--- src/tcfx_queue.sv ---
// Small word queue between the front and back parts, and at the result side.
// Depends on nothing but its parameters.
`default_nettype none
module tcfx_queue #(
  parameter int Width = 8,
  parameter int Depth = 2
) (
  input wire logic clk,
  input wire logic rst,
  input wire logic push,
  input wire logic [Width-1:0] wdata,
  output logic full,
  input wire logic pop,
  output logic [Width-1:0] rdata,
  output logic empty
);
  localparam int AW = (Depth > 1) ? $clog2(Depth) : 1;
  logic [Width-1:0] mem [Depth];
  logic [AW-1:0] wptr, rptr;
  logic [AW:0] count;
  logic do_push, do_pop;

  assign full = (count == (AW+1)'(Depth));
  assign empty = (count == '0);
  assign do_push = push && !full;
  assign do_pop = pop && !empty;
  assign rdata = mem[rptr];

  always_ff @(posedge clk) begin
    if (rst) begin
      wptr <= '0;
      rptr <= '0;
      count <= '0;
    end else begin
      if (do_push) wptr <= (wptr == AW'(Depth - 1)) ? '0 : wptr + 1'b1;
      if (do_pop) rptr <= (rptr == AW'(Depth - 1)) ? '0 : rptr + 1'b1;
      count <= count + (AW+1)'(do_push) - (AW+1)'(do_pop);
    end
    if (do_push) mem[wptr] <= wdata;
  end

  assert property (@(posedge clk) disable iff (rst) full |-> !empty)
    else $error("queue full and empty together");
  assert property (@(posedge clk) disable iff (rst) (empty && !push) |=> empty)
    else $error("queue filled without a push");
  assert property (@(posedge clk) disable iff (rst)
      (full && !pop) |=> full)
    else $error("queue drained without a pop");
endmodule
`default_nettype wire

--- config.mk ---
export PLATFORM = sky130hd
export DESIGN_NAME = tcfx_queue
export DESIGN_NICKNAME = d
export VERILOG_FILES = /design/src/tcfx_queue.sv
export SDC_FILE = /design/constraint.sdc
export NUM_CORES = 1
export LEC_CHECK = 0
export BUFFER_PORTS_ARGS = -buffer_cell sky130_fd_sc_hd__buf_2
export CAP_MARGIN = 15
export CORE_AREA = 2 2 52 73
export CTS_BUF_LIST = sky130_fd_sc_hd__clkbuf_8
export CTS_CLUSTER_SIZE = 10
export DETAILED_ROUTE_END_ITERATION = 10
export DIE_AREA = 0 0 54 75
export PLACE_DENSITY_LB_ADDON = 0.05
export SYNTH_ARGS = -nofsm -noshare
export SYNTH_HDL_FRONTEND = slang
export SYNTH_SLANG_ARGS = --single-unit
--- constraint.sdc ---
create_clock -name clk -period 2.3 [get_ports clk]
set_input_delay 0.69 -clock clk [delete_from_list [all_inputs] [get_ports clk]]
set_output_delay 0.69 -clock clk [all_outputs]
set_load 0.02 [all_outputs]
==> metrics.cfg <==
[status]
status = complete, no violations

[critical_path]
slowest_stage = dfxtp_1
worstSetupPathType = reg -> out
path_cells = mux2_2, buf_2
critPathBufInv = 1
crit_fanout = 8
cp-start-kind = flip-flop
reg2regPathDepth = 7
critPathArrivalTime_ns = 1.35
worstReg2RegStart = count[1]
cp-end-kind = output pin
r2r_slack_ns = 0.71
r2r_end = count[1]
cpPeakStageDelay_ns = 0.56
critPathRequiredTime_ns = 1.61
critPathTopFamily = flip-flops

[power_and_ir_drop]
p_leak_nw = 0.415
p_per_area_mw_per_mm2 = 1120
irDropWorstVdd_uv = 341
power.total_mw = 1.13

[clock_tree]
clkTransAtPathRegs_ns = 0.07
cts_inserted_buffers = 3
cts_setup_buffers = 0
htreeDepth = 1
insertion_delay_ns = 0.25
hold_buffers = 0
cts_tree = built
clk_path_buf_depth = 2
clockRootBuffer = clkbuf_8
clock-sinks = 21
post_cts_resized = 0

[synth]
synth_edf_count = 16
synth_ff_type = edfxtp_1
synth-seq-area-share_pct = 71.6
netlist_area_um2 = 811
syn_nets = 66
avgSynthCellArea_um2 = 15.6
ys_warn_count = 0
post_synth_num_cell_types = 21
syn_inst = 52
synthArstFlopShare_pct = 0
synth-seq-cells = 21

[timing]
max-slew-margin-rel_pct = 73.4
drv_slew = 0
rsz0062_at_grt = no
fin_setup_tns_ns = 0
max_freq_mhz = 490
skew_ns = 0.000549
period_share_pct = 88.8
min_period_ns = 2.04
tightestPinTransition_ns = 0.398
fin_ws_ns = 0.258
setup_violations = 0
hold_viol = 0

[global_routing]
grt_pass1_wl_um = 2190
grt_usage_pct = 7.83
overflow = 0
grt_pass1_vias = 473
antenna_found_initial = 0
grt_max_degree = 12

[detailed_routing]
vias = 470
wire_per_inst_um = 12.4
ant_nets = 0
first_pass_iters = 1
via_per_inst = 4.05
routed_wl_um = 1440
drc_errors = 0
drt_iter0_drc = 0

[hold_path]
worstHoldStart = wptr
hp-class = reg -> reg
holdPathEnd = wptr
hold_depth = 2

[die]
start_util_pct = 24.0
die_area_mm2 = 0.00405
die_y_um = 75
core_area_mm2 = 0.00338
die_w_um = 54
rows = 25
ios = 22

[final_layout]
final_common_cell = buf_2
n_antenna_cell = 0
drive_gt1_share_pct = 40.8
n_fill_cell = 360
final_util_pct = 29.8
syn_to_final_growth_pct = 24.1
final_cell_mix = buf_2, edfxtp_1, mux2_1, dfxtp_1
finalNetCount = 91

[run]
cap_violations = 0

[placement]
place_congestion = 0.574
io_buffers = 21
pre_cts_ws_ns = 0.371

power by group:
part           total, mW  internal [mW]  switching, mW
clock              0.227          0.118          0.109
combinational      0.360          0.155          0.205
sequential         0.544          0.491         0.0531
routing by layer:
metal	track usage [%]	share of wire (%)
met1	8.72	43
met2	13.6	50
met3	2.38	6.7
met4	3.33	0.56
met5	0	0
final cells by class:
class                      instances  area, um^2  area share, %
clock buffer                       3        41.3           4.10
clock inverter                     1        3.75          0.373
inverter                           4        15.0           1.49
multi-input combinational         26         210           20.9
sequential                        21         581           57.7
tap                               40        50.0           4.98
timing repair buffer              21         105           10.4
cell families (layout without fill, tap and decap cells):
family	after synthesis	after routing	synth area share [%]
buf+inv	5	29	2.47
simple gates	11	11	7.25
compound gates	3	3	2.31
fa+ha+maj	2	2	3.09
mux	8	8	11.1
flops	21	21	71.6
xor+xnor	2	2	2.16
per-stage QoR:
step / area, um^2 / hold slack (ns) / instances
global placement: 961 / 0.491 / 112
finish: 1010 / 0.491 / 116
floorplan: 811 / 0.451 / 52
detailed placement: 961 / 0.488 / 112
CTS: 1010 / 0.499 / 116
global route: 1010 / 0.528 / 116
worst min-delay path: stages (launching register included):
cell and delay [ns]:
dfxtp_1 0.31, o21ai_0 0.07, a21oi_1 0.06
sequential cells by signal, indices dropped and copies added (netlist names), named ones only:
register,count
count,2
mem,16
rptr,1
wptr,1
synth_stat cells (2+ instances only):
| cell | number | area, um^2 |
|---|---|---|
| inv_1 | 3 | 11.3 |
| mux2_1 | 5 | 56.3 |
| edfxtp_1 | 16 | 480 |
| nor2_1 | 4 | 15.0 |
| mux2_2 | 3 | 33.8 |
| dfxtp_1 | 5 | 100 |
| ha_1 | 2 | 25.0 |
how the worst max path moves through the flow:
| stage | to | depth (start not counted) |
|---|---|---|
| CTS | rdata[6] | 2 |
| floorplan | count[1] | 7 |
| detailed placement | count[1] | 8 |
| global route | rdata[5] | 2 |
| finish | rdata[2] | 2 |
| global placement | count[1] | 8 |
Note: power is estimated with default switching activity, not from simulation.
